**src/rtl/mbc_pkg.sv**
```systemverilog
// ----------------------------------------------------------------------------
// mbc_pkg
// Types, constants and the round function of the Magma block cipher unit.
// ----------------------------------------------------------------------------
package mbc_pkg;

   localparam int NUM_ROUNDS  = 32;
   localparam int NUM_SUBKEYS = 8;
   localparam int NUM_ROWS    = 8;
   localparam int ENC_FORWARD = 24;  // encrypt: K0..K7 thrice, then reversed
   localparam int DEC_FORWARD = 8;   // decrypt: K0..K7 once, then reversed
   localparam int ROTATE      = 11;

   localparam int REQ_TDATA_W = 136;
   localparam int REQ_TUSER_W = 2;
   localparam int RSP_TDATA_W = 64;
   localparam int CSR_INDEX_W = 3;

   typedef enum logic [1:0] {
      OP_ENCRYPT = 2'd0,
      OP_DECRYPT = 2'd1,
      OP_LOAD    = 2'd2
   } mbc_op_type;

   typedef logic [NUM_ROWS-1:0][63:0]    mbc_rows_type;
   typedef logic [NUM_SUBKEYS-1:0][31:0] mbc_keys_type;

   typedef struct packed {
      mbc_op_type  op;
      logic [31:0] l;
      logic [31:0] r;
   } mbc_pay_type;

   typedef struct packed {
      logic        valid;
      mbc_pay_type pay;
   } mbc_word_type;

   // add key, substitute nibbles (top nibble through row 0), rotate left
   function automatic logic [31:0] mbc_round_f(logic [31:0] half, logic [31:0] key,
                                               mbc_rows_type rows);
      logic [31:0] sum;
      logic [31:0] acc;
      logic [3:0]  nib;
      sum = half + key;
      acc = '0;
      for (int i = 0; i < NUM_ROWS; i++) begin
         nib = sum[28-4*i +: 4];
         acc[28-4*i +: 4] = rows[i][{nib, 2'b00} +: 4];
      end
      return {acc[31-ROTATE:0], acc[31:32-ROTATE]};
   endfunction

   function automatic logic [2:0] mbc_enc_key_idx(logic [4:0] round);
      return (round < 5'(ENC_FORWARD)) ? round[2:0] : ~round[2:0];
   endfunction

   function automatic logic [2:0] mbc_dec_key_idx(logic [4:0] round);
      return (round < 5'(DEC_FORWARD)) ? round[2:0] : ~round[2:0];
   endfunction

endpackage

```
**src/rtl/mbc_state_regs.sv**
```systemverilog
// ----------------------------------------------------------------------------
// mbc_state_regs
// Subkey registers and substitution rows.
// ----------------------------------------------------------------------------
module mbc_state_regs import mbc_pkg::*; (
   input  logic                   clock,
   input  logic                   reset,
   input  logic                   csr_wen,
   input  logic [CSR_INDEX_W-1:0] csr_index,
   input  logic [31:0]            csr_wdata,
   input  logic                   row_wen,
   input  logic [2:0]             row_index,
   input  logic [63:0]            row_data,
   output mbc_keys_type           subkeys,
   output mbc_rows_type           rows
);

   mbc_keys_type keys_ff;
   mbc_rows_type rows_ff;

   always_ff @(posedge clock) begin
      if (reset) begin
         keys_ff <= '0;
      end else if (csr_wen) begin
         keys_ff[csr_index] <= csr_wdata;
      end
   end

   // rows hold no reset; they must be written before use, which this block does not enforce
   always_ff @(posedge clock) begin
      if (row_wen) begin
         rows_ff[row_index] <= row_data;
      end
   end

   assign subkeys = keys_ff;
   assign rows    = rows_ff;

endmodule

```
**config.mk**
```make
export PLATFORM = sky130hd
export DESIGN_NAME = mbc_state_regs
export DESIGN_NICKNAME = d
export VERILOG_FILES = /design/src/rtl/mbc_pkg.sv /design/src/rtl/mbc_state_regs.sv
export SDC_FILE = /design/constraint.sdc
export NUM_CORES = 1
export LEC_CHECK = 0
export BUFFER_PORTS_ARGS = -buffer_cell sky130_fd_sc_hd__clkbuf_2
export CAP_MARGIN = 20
export CELL_PAD_IN_SITES_DETAIL_PLACEMENT = 2
export CELL_PAD_IN_SITES_GLOBAL_PLACEMENT = 2
export CORE_AREA = 4 4 338 340
export DETAILED_ROUTE_END_ITERATION = 8
export DIE_AREA = 0 0 342 344
export PLACE_DENSITY_LB_ADDON = 0.1
export SLEW_MARGIN = 20
export SYNTH_ARGS = -nofsm -noshare
export SYNTH_HDL_FRONTEND = slang
export SYNTH_SLANG_ARGS = --single-unit
```
**constraint.sdc**
```tcl
create_clock -name clock -period 9.5 [get_ports clock]
set_input_delay 0.95 -clock clock [delete_from_list [all_inputs] [get_ports clock]]
set_output_delay 0.95 -clock clock [all_outputs]
set_load 0.02 [all_outputs]
```
Word-level counts from Yosys, hierarchy flattened
Index checks and enable logic that the tools add are counted.
Storage, ports and cells
  output and inout port bits: 768
  word-level logic and storage cells: 28
  flip-flop bits (word level): 768
  input bits: 106
Cells by class
  reductions and logical operators: 2
  magnitude comparators: 4
  mux-type cells: 6
Operators by type and width (number)
  512-bit bitwise mux: 1
  256-bit bitwise mux: 1
  64-bit demux with 3-bit select: 1
  32-bit demux with 3-bit select: 1
  64-bit two-way mux: 1
  32-bit two-way mux: 1
  3-bit by 4-bit less-than comparator with 1-bit output (second input constant): 2
  3-bit by 1-bit greater-or-equal comparator with 1-bit output (second input constant): 2
  1-bit logical AND: 2

Depth between registers and ports, before layout
Gate-level depths: netlist (run 1).
  word-level depth: 5
  gate-level depth with buffers: 6

Least setup slack after synthesis (run 1)
Ideal clock, no wire load.
  path kind: input -> register
  start point: input port row_index[0]
  end point: register rows_ff (netlist bit rows[0]) (enable)
  cell stages on the path: 2
  setup slack: 3.454 ns
  setup time: 0.565 ns
  data arrival time: 5.481 ns
  cell sequence: nand2b_1 nor3_1
RTL lines
  start: declaration: line mbc_state_regs.sv:12  | input logic [2:0] row_index,
  end signal: indexed assignment: line mbc_state_regs.sv:32  | rows_ff[row_index] <= row_data;
  end: declaration: line mbc_state_regs.sv:19  | mbc_rows_type rows_ff;

==> results of run 1 <==
metal layers:
layer / routed length (µm) / up-vias / GRT usage [%]
li1: - / 6928 / -
met1: 39500 / 8196 / 19.0
met2: 56000 / 581 / 31.9
met3: 10500 / 99 / 7.25
met4: 2030 / 4 / 4.36
met5: 27 / - / 0
cells in the mapped netlist (all sizes together):
master | count | share of area (%)
mux2i | 256 | 10
nor4b | 1 | 0.034
nand4 | 1 | 0.025
nand2b | 291 | 7.2
buf | 41 | 0.81
nand4b | 3 | 0.10
nand2 | 2 | 0.030
dfxtp | 256 | 20
clkbuf | 54 | 0.80
nand4bb | 3 | 0.13
nor3 | 2 | 0.039
and4bb | 1 | 0.049
nor2 | 6 | 0.089
or4b | 1 | 0.039
edfxtp | 512 | 60
registers in the layout, indices dropped and copies added, names as in the netlist:
register / count
rows: 512
subkeys: 256
report_power, final:
group          switching, W  total (W)  internal [W]
clock network       0.00144    0.00351       0.00207
registers         0.0000362    0.00370       0.00366
logic              0.000329   0.000449      0.000120
final timing paths:
check,to,slack [ps],depth (start not counted)
setup / recovery,rows[299],6840,4
hold reg to reg,subkeys[54],470,2
setup reg to reg,subkeys[100],8780,2
hold / removal,subkeys[54],470,2
metrics by stage:
step           hold slack, ps  setup slack, ps  utilization [%]  cells
2_1_floorplan             546             3450                -   1430
3_3_place_gp              459             6070             28.3   3733
3_5_place_dp              469             6070             28.3   3734
4_1_cts                   480             6800             31.0   3901
5_1_grt                   500             6760             31.0   3901
6_report                  474             6840             31.0   3907
area by class of cell:
class | instances | area, µm²
Sequential cell | 768 | 20500
Tap cell | 1500 | 1880
Fill cell | 11700 | 77000
Clock buffer | 119 | 2480
Antenna cell | 6 | 15.0
Multi-Input combinational cell | 567 | 4620
Timing Repair Buffer | 899 | 4570
Clock inverter | 48 | 532
layout by cell type, fill, tap and decap left out:
cell type	n
clkinvlp_4	1
or4b_1	1
buf_6	2
nor2_4	6
clkbuf_16	93
dfxtp_1	256
edfxtp_1	512
nand4b_1	3
clkbuf_8	6
inv_6	1
clkinv_8	2
nand4_1	1
nand4bb_4	2
buf_4	25
nand4bb_2	1
clkinv_1	14
and4bb_2	1
clkbuf_2	872
diode_2	6
nor3_2	2
mux2i_1	256
clkbuf_1	20
clkinv_2	18
nand2b_1	291
nor4b_2	1
inv_16	2
clkinv_16	2
bufinv_16	8
nand2_1	2
tightest hold or removal path: stages (launching register included):
cell and delay [ps]:
dfxtp_1 310, nand2b_1 60, mux2i_1 60
cell families (layout without fill, tap and decap cells):
logic type    Yosys count  count (layout)  synth area share (%)
flops                 768             768                  80.6
mux                   256             256                  10.1
simple gates          311             311                  7.70
other cells             0               6                     0
buf+inv                95            1066                  1.60
==> impl_metrics.json, run 1 <==
{
  "crit_type": "input pin to register",
  "rsz0062_at_grt": "no",
  "clk_pin_slew_ps": 60,
  "ioPinCount": 874,
  "grt_pass1_vias": 16800,
  "crit_chain": "clkbuf_2 > nand2b_1 > nor2_4 > buf_4",
  "regToRegStartpoint": "subkeys[100]",
  "startpoint": "row_index[0]",
  "dp_hpwl_mm": 79.7,
  "first_pass_iters": 6,
  "vdd_drop_max_mv": 0.138,
  "remaining_drc_errors": 0,
  "critPathSlowestCell": "buf_4",
  "clock-sinks": 768,
  "cp.required_ps": 9770,
  "finalCritPeriodShare_pct": 28.0,
  "clkLatencyLatePin_ps": 620,
  "synth_area_um2": 25400,
  "hold_path.class": "register to register",
  "antenna_found_initial": 7,
  "worstPathMaxFanout": 47,
  "io_buffers": 873,
  "yosysWarnings": 0,
  "hold_start": "subkeys[54]",
  "worst_ep_arrival_time_ps": 2930,
  "root_buffer": "clkbuf_16",
  "power_w": 0.00766,
  "htree_levels": 3,
  "vias": 15800,
  "setup_viol": 0,
  "syn_area_per_cell_um2": 17.8,
  "ant_nets": 0,
  "grt_overflow": 0,
  "finalWirelength_mm": 108,
  "drive_gt1_share_pct": 43.5,
  "grt_pass1_wl_mm": 146,
  "die_area_um2": 118000,
  "worstSetupEndpointType": "register",
  "slew-limit-headroom_pct": 40.7,
  "grt_max_degree": 123,
  "ctsResizeCount": 0,
  "cellLeakagePower_nw": 14.7,
  "drv_cap": 0,
  "place_congestion": 0.802,
  "fin_crit_ps": 2660,
  "yosysSeqAreaShare_pct": 80.6,
  "drtIter0Drc": 686,
  "skew_ps": 0,
  "cts_buffer_depth": 3,
  "cts_tree": "built",
  "post_cts_buffers": 0,
  "hold_violations": 0,
  "die_width_um": 342,
  "p_per_area_nw_per_um2": 221,
  "fp.dieH_um": 344,
  "viasPerCell": 4.05,
  "nNetsFinal": 2433,
  "grt_usage_pct": 17.6,
  "finalInstanceArea_um2": 34600,
  "final-max-slew-violation-count": 0,
  "rows": 123,
  "slowest_delay_ps": 750,
  "worst_pin_slew_ps": 888,
  "cts_hold_buffers": 0,
  "cp_num_buf_inv": 2,
  "start_util_pct": 22.8,
  "synth.distinct_cells": 17,
  "crit_family": "simple AND/OR/NAND/NOR gates",
  "syn_nets": 1536,
  "wl_per_cell_um": 27.7,
  "startpoint_type": "input pin",
  "cts_inserted_buffers": 91,
  "fin_setup_tns_ps": 0,
  "status": "complete, no violations",
  "ys_seq_elements": 768,
  "placed_area_um2": 31600,
  "area_growth_pct": 36.1,
  "syn_inst": 1430,
  "max_freq_ghz": 0.376,
  "core_um2": 112000
}
(Power assumes the default switching activity.)
==> run 2, diff against run 1 <==
--- a/config.mk
+++ b/config.mk
@@ -5,13 +5,14 @@
 export SDC_FILE = /design/constraint.sdc
 export NUM_CORES = 1
 export LEC_CHECK = 0
+export ABC_AREA = 1
 export BUFFER_PORTS_ARGS = -buffer_cell sky130_fd_sc_hd__clkbuf_2
 export CAP_MARGIN = 20
 export CELL_PAD_IN_SITES_DETAIL_PLACEMENT = 2
 export CELL_PAD_IN_SITES_GLOBAL_PLACEMENT = 2
-export CORE_AREA = 4 4 338 340
+export CORE_AREA = 4 4 340 342
 export DETAILED_ROUTE_END_ITERATION = 8
-export DIE_AREA = 0 0 342 344
+export DIE_AREA = 0 0 344 346
 export PLACE_DENSITY_LB_ADDON = 0.1
 export SLEW_MARGIN = 20
 export SYNTH_ARGS = -nofsm -noshare
==> constraint.sdc (replaced) <==
create_clock -name clock -period 2.2 [get_ports clock]
set_input_delay 0.22 -clock clock [delete_from_list [all_inputs] [get_ports clock]]
set_output_delay 0.22 -clock clock [all_outputs]
set_load 0.02 [all_outputs]
==> impl_metrics.json, run 2 <==
{
  "grt_overflow": 0,
  "hold_path.class": "input pin to register",
  "fin_crit_ps": 1530,
  "first_pass_iters": 5,
  "area_growth_pct": 39.1,
  "vdd_drop_max_mv": 0.517,
  "ioPinCount": 874,
  "finalWirelength_mm": 121,
  "placed_area_um2": 31900,
  "largest_reg_flops": 512,
  "remaining_drc_errors": 0,
  "synth_ff_type": "edfxtp_1",
  "critical_path.endpoint": "rows[33]",
  "power_w": 0.0345,
  "crit_type": "register to primary output",
  "final_cell_mix": "873 x clkbuf_2, 512 x nor2_1, 512 x edfxtp_1, 297 x nand2_1, 256 x dfxtp_1",
  "grt_usage_pct": 19.6,
  "regToRegEndpoint": "subkeys[218]",
  "worst_ep_arrival_time_ps": 1310,
  "htree_levels": 3,
  "ctsResizeCount": 0,
  "synth_area_um2": 25600,
  "slew-limit-headroom_pct": 58.3,
  "synth_edf_count": 512,
  "grt_pass1_wl_mm": 167,
  "crit_chain": "clkbuf_2",
  "synth_commonest_cells": "521 x nor2_1, 512 x edfxtp_1, 297 x nand2_1",
  "startpoint_type": "register",
  "yosys.area.top_type": "edfxtp_1",
  "hold_start": "csr_wdata[31]",
  "cts_buffer_depth": 3,
  "drtIter0Drc": 977,
  "grt_max_degree": 77,
  "dp_hpwl_mm": 88.2,
  "syn_area_per_cell_um2": 13.0,
  "cp.required_ps": 1980,
  "syn_inst": 1966,
  "die_width_um": 344,
  "synth_top_cell_area_share_pct": 60.0,
  "place_congestion": 0.824,
  "startpoint": "rows[33]",
  "start_util_pct": 22.8,
  "layout_commonest_cell": "clkbuf_2",
  "critPathSlowestCell": "edfxtp_1",
  "yosysWarnings": 0,
  "clk_pin_slew_ps": 60,
  "syn_nets": 2072,
  "crit_cells": 1,
  "worstSetupEndpointType": "primary output",
  "post_cts_buffers": 0,
  "cp_num_buf_inv": 1,
  "die_area_um2": 119000,
  "hold_violations": 0,
  "rows": 123,
  "r2r_cells": 2,
  "cellLeakagePower_nw": 14.6,
  "grt_pass1_vias": 20300,
  "crit_family": "flip-flops",
  "core_um2": 112000,
  "synth.distinct_cells": 17,
  "max_freq_ghz": 0.652,
  "finalWorstSetupSlack_ps": 665,
  "io_buffers": 873,
  "yosysMostFrequentCell": "nor2_1",
  "regToRegStartpoint": "subkeys[218]",
  "cts_tree": "built",
  "rsz0062_at_grt": "no",
  "drive_gt1_share_pct": 35.9,
  "worst-r2r-setup-slack_ps": 1550,
  "final-max-slew-violation-count": 0,
  "fin_cells": 4510,
  "cts_inserted_buffers": 91,
  "synth_area_leaders": "edfxtp_1 60%, dfxtp_1 20%, nor2_1 7.6%",
  "clock-sinks": 768,
  "p_per_area_nw_per_um2": 968,
  "nNetsFinal": 3038,
  "fillCellCount": 12300,
  "root_buffer": "clkbuf_16",
  "drv_cap": 0,
  "wl_per_cell_um": 26.8,
  "pre_cts_ws_ps": 566,
  "vias": 19200,
  "status": "complete, no violations",
  "slowest_delay_ps": 440,
  "viasPerCell": 4.27,
  "skew_ps": 0,
  "antenna_found_initial": 2,
  "finalCritPeriodShare_pct": 69.8,
  "yosysSeqAreaShare_pct": 80.0,
  "clkLatencyLatePin_ps": 640,
  "worst_pin_slew_ps": 625,
  "worstPathMaxFanout": 1,
  "ys_seq_elements": 768,
  "placed_cells": 4275,
  "fp.dieH_um": 346,
  "setup_viol": 0,
  "async_flop_share_pct": 0,
  "finalInstanceArea_um2": 35600,
  "ant_nets": 0,
  "fin_setup_tns_ps": 0
}
==> run 2: power breakdown <==
part / leakage [nW] / switching (W) / internal, W / total (W)
logic: 6.31 / 0.00195 / 0.000678 / 0.00263
clock network: 1.55 / 0.00618 / 0.00962 / 0.0158
registers: 6.73 / 0.000209 / 0.0159 / 0.0161
==> run 2: worst min-delay path by stage <==
stage,to,depth (start not counted)
2_1_floorplan,rows[0],0
5_1_grt,rows[399],1
6_report,subkeys[255],5
3_5_place_dp,subkeys[175],2
4_1_cts,subkeys[255],5
3_3_place_gp,subkeys[243],2
==> run 2: per-layer routing <==
layer	vias to the layer above	global-route usage, %	routed length, µm	share of wire, %
met5	-	0	0	0
met4	0	4.79	2530	2.1
met3	119	6.38	9760	8.1
met2	617	35.8	62800	52
met1	9933	21.8	45900	38
li1	8580	-	-	-
==> run 2: layout make-up <==
| cell class | instances | area (µm²) | area share [%] |
|---|---|---|---|
| Antenna cell | 1 | 2.50 | 0.00702 |
| Clock buffer | 124 | 2570 | 7.22 |
| Clock inverter | 46 | 563 | 1.58 |
| Inverter | 42 | 166 | 0.467 |
| Multi-Input combinational cell | 1056 | 4410 | 12.4 |
| Sequential cell | 768 | 20500 | 57.5 |
| Tap cell | 1500 | 1880 | 5.26 |
| Timing Repair Buffer | 973 | 5560 | 15.6 |
==> run 2: through the flow <==
stage | util (%) | hold WS [ps]
2_1_floorplan | - | 319
3_3_place_gp | 28.4 | 466
3_5_place_dp | 28.4 | 478
4_1_cts | 31.7 | 45.5
5_1_grt | 31.7 | 91.4
6_report | 31.7 | 101
==> run 2: cells by family (layout without fill, tap and decap cells) <==
group                  after synthesis  count (layout)  synth area share (%)
buffers and inverters              142            1185                  3.09
other                                0               1                     0
DFF                                768             768                  80.0
and+or+nand+nor                   1056            1056                  16.9
==> run 2: repair_timing <==
item,in CTS,in global routing
hold buffers,64,0
endpoints found under the setup margin,0,0
hold endpoints to repair,536,0
==> run 3, diff against run 2 <==
==> constraint.sdc (replaced) <==
create_clock -name clock -period 1.31 [get_ports clock]
set_input_delay 0.131 -clock clock [delete_from_list [all_inputs] [get_ports clock]]
set_output_delay 0.131 -clock clock [all_outputs]
set_load 0.02 [all_outputs]
==> impl_metrics.json, run 3 (synthesis gave the netlist of run 2 again) <==
{
  "die_width_um": 344,
  "hold_path_end": "subkeys[234]",
  "cellLeakagePower_nw": 17.2,
  "hold_violations": 0,
  "grt_pass1_wl_mm": 175,
  "drive_gt1_share_pct": 45.6,
  "finalWorstSetupSlack_ps": -133,
  "hold_start": "csr_wdata[10]",
  "remaining_drc_errors": 0,
  "rows": 123,
  "largest_reg_flops": 512,
  "pwr-share-seq_pct": 47.0,
  "antenna_cells": 0,
  "fillCellCount": 11300,
  "vdd_drop_max_mv": 1.24,
  "worst-r2r-setup-slack_ps": 430,
  "p_clk_share_pct": 42.6,
  "final-max-slew-violation-count": 0,
  "cts_buffer_depth": 3,
  "p_int_w": 0.0434,
  "cp_num_buf_inv": 1,
  "switchingPower_w": 0.0145,
  "slowest_delay_ps": 470,
  "clock-sinks": 768,
  "worst_ep_arrival_time_ps": 1310,
  "crit_family": "flip-flops",
  "cts_inserted_buffers": 91,
  "htree_levels": 3,
  "clkLatencyLatePin_ps": 630,
  "wl_per_cell_um": 28.1,
  "nNetsFinal": 3163,
  "drv_cap": 0,
  "power.share.combinational_pct": 10.4,
  "pre_cts_ws_ps": -168,
  "status": "finished, violations left",
  "placed_area_um2": 32900,
  "crit_chain": "clkbuf_8",
  "start_util_pct": 22.8,
  "clk_pin_slew_ps": 60,
  "switching_share_pct": 25.0,
  "ant_nets": 0,
  "fin_cells": 4621,
  "regToRegEndpoint": "subkeys[242]",
  "worstSetupEndpointType": "primary output",
  "finalWirelength_mm": 130,
  "vias": 20100,
  "fin_crit_ps": 1440,
  "viasPerCell": 4.35,
  "worst_pin_slew_ps": 545,
  "final_cell_mix": "512 x nor2_1, 512 x edfxtp_1, 292 x clkbuf_8, 291 x nand2_1, 252 x buf_8",
  "core_um2": 112000,
  "grt_usage_pct": 20.5,
  "p_per_area_nw_per_um2": 1330,
  "critPathSlowestCell": "edfxtp_1",
  "die_area_um2": 119000,
  "max_freq_ghz": 0.693,
  "regToRegStartpoint": "subkeys[242]",
  "ioPinCount": 874,
  "grt_pass1_vias": 21200,
  "place_congestion": 0.828,
  "antenna_found_initial": 0,
  "rsz0062_at_grt": "yes",
  "fin_util_pct": 38.8,
  "holdPathStages": 5,
  "cp.required_ps": 1180,
  "startpoint_type": "register",
  "finalCritPeriodShare_pct": 110,
  "skew_ps": 0,
  "drtIter0Drc": 977,
  "grt_max_degree": 54,
  "violations": "negative setup slack",
  "io_buffers": 873,
  "finalInstanceArea_um2": 43600,
  "dp_hpwl_mm": 94.8,
  "setup_viol": 454,
  "first_pass_iters": 5,
  "slew-limit-headroom_pct": 63.6,
  "placed_cells": 4346,
  "hold_path.class": "input pin to register",
  "crit_type": "register to primary output",
  "fin_setup_tns_ps": -15940,
  "r2r_cells": 4,
  "worstPathMaxFanout": 1,
  "fp.dieH_um": 346,
  "cts_tree": "built",
  "area_growth_pct": 70.0,
  "grt_overflow": 0,
  "root_buffer": "clkbuf_16"
}
## run 3: cell types whose count changed in the layout (fill, tap and decap cells not counted), sizes merged, moves of 2 or more
cell,previous run,this run
bufinv,12,5
dlygate4sd3,64,91
buf,36,616
inv,45,42
clkinvlp,2,0
clkbuf,997,513
## run 3: area by class of cell
cell class                 count  area [µm²]  share of cell area, %
timing repair buffer        1098       13200                   30.3
sequential                   768       20900                   48.0
multi-input combinational   1056        4510                   10.3
inverter                      42         215                  0.494
tap                         1500        1880                   4.31
clock buffer                 122        2470                   5.68
clock inverter                35         374                  0.859
## run 3: per-layer routing
| layer | GRT usage [%] | part of all wire (%) |
|---|---|---|
| met2 | 38.2 | 53 |
| met1 | 22.5 | 36 |
| met4 | 5.95 | 3.3 |
| met5 | 0 | 0 |
| met3 | 5.86 | 7.7 |
## run 3: per-stage QoR
stage               hold slack, ps  power, W
global route                  57.3    0.0602
CTS                           9.81    0.0583
finish                        54.7    0.0579
detailed placement             465    0.0323
global placement               460    0.0322
floorplan                      230    0.0296
## run 3: worst max path at each step
stage          depth (start not counted)        end          from
2_1_floorplan                          3  rows[128]  row_index[0]
3_3_place_gp                           4  rows[490]  row_index[0]
4_1_cts                                1  rows[112]     rows[112]
6_report                               1  rows[154]     rows[154]
3_5_place_dp                           4  rows[500]  row_index[0]
5_1_grt                                1   rows[82]      rows[82]
## run 3: what timing repair did
| action | 4_1_cts | 5_1_grt |
|---|---|---|
| endpoints found under the hold margin | 663 | 0 |
| buffers inserted | 19 | 8 |
| gates resized for setup | 1352 | 924 |
| endpoints found under the setup margin | 768 | 724 |
| hold buffers | 91 | 0 |
## run 3: power by group through the flow
stage	registers, W	clock network [W]	logic, W
floorplan	0.0284	0	0.00121
global placement	0.0275	0	0.00466
detailed placement	0.0276	0	0.00474
CTS	0.0272	0.0254	0.00577
global route	0.0273	0.0266	0.00635
finish	0.0272	0.0247	0.00601
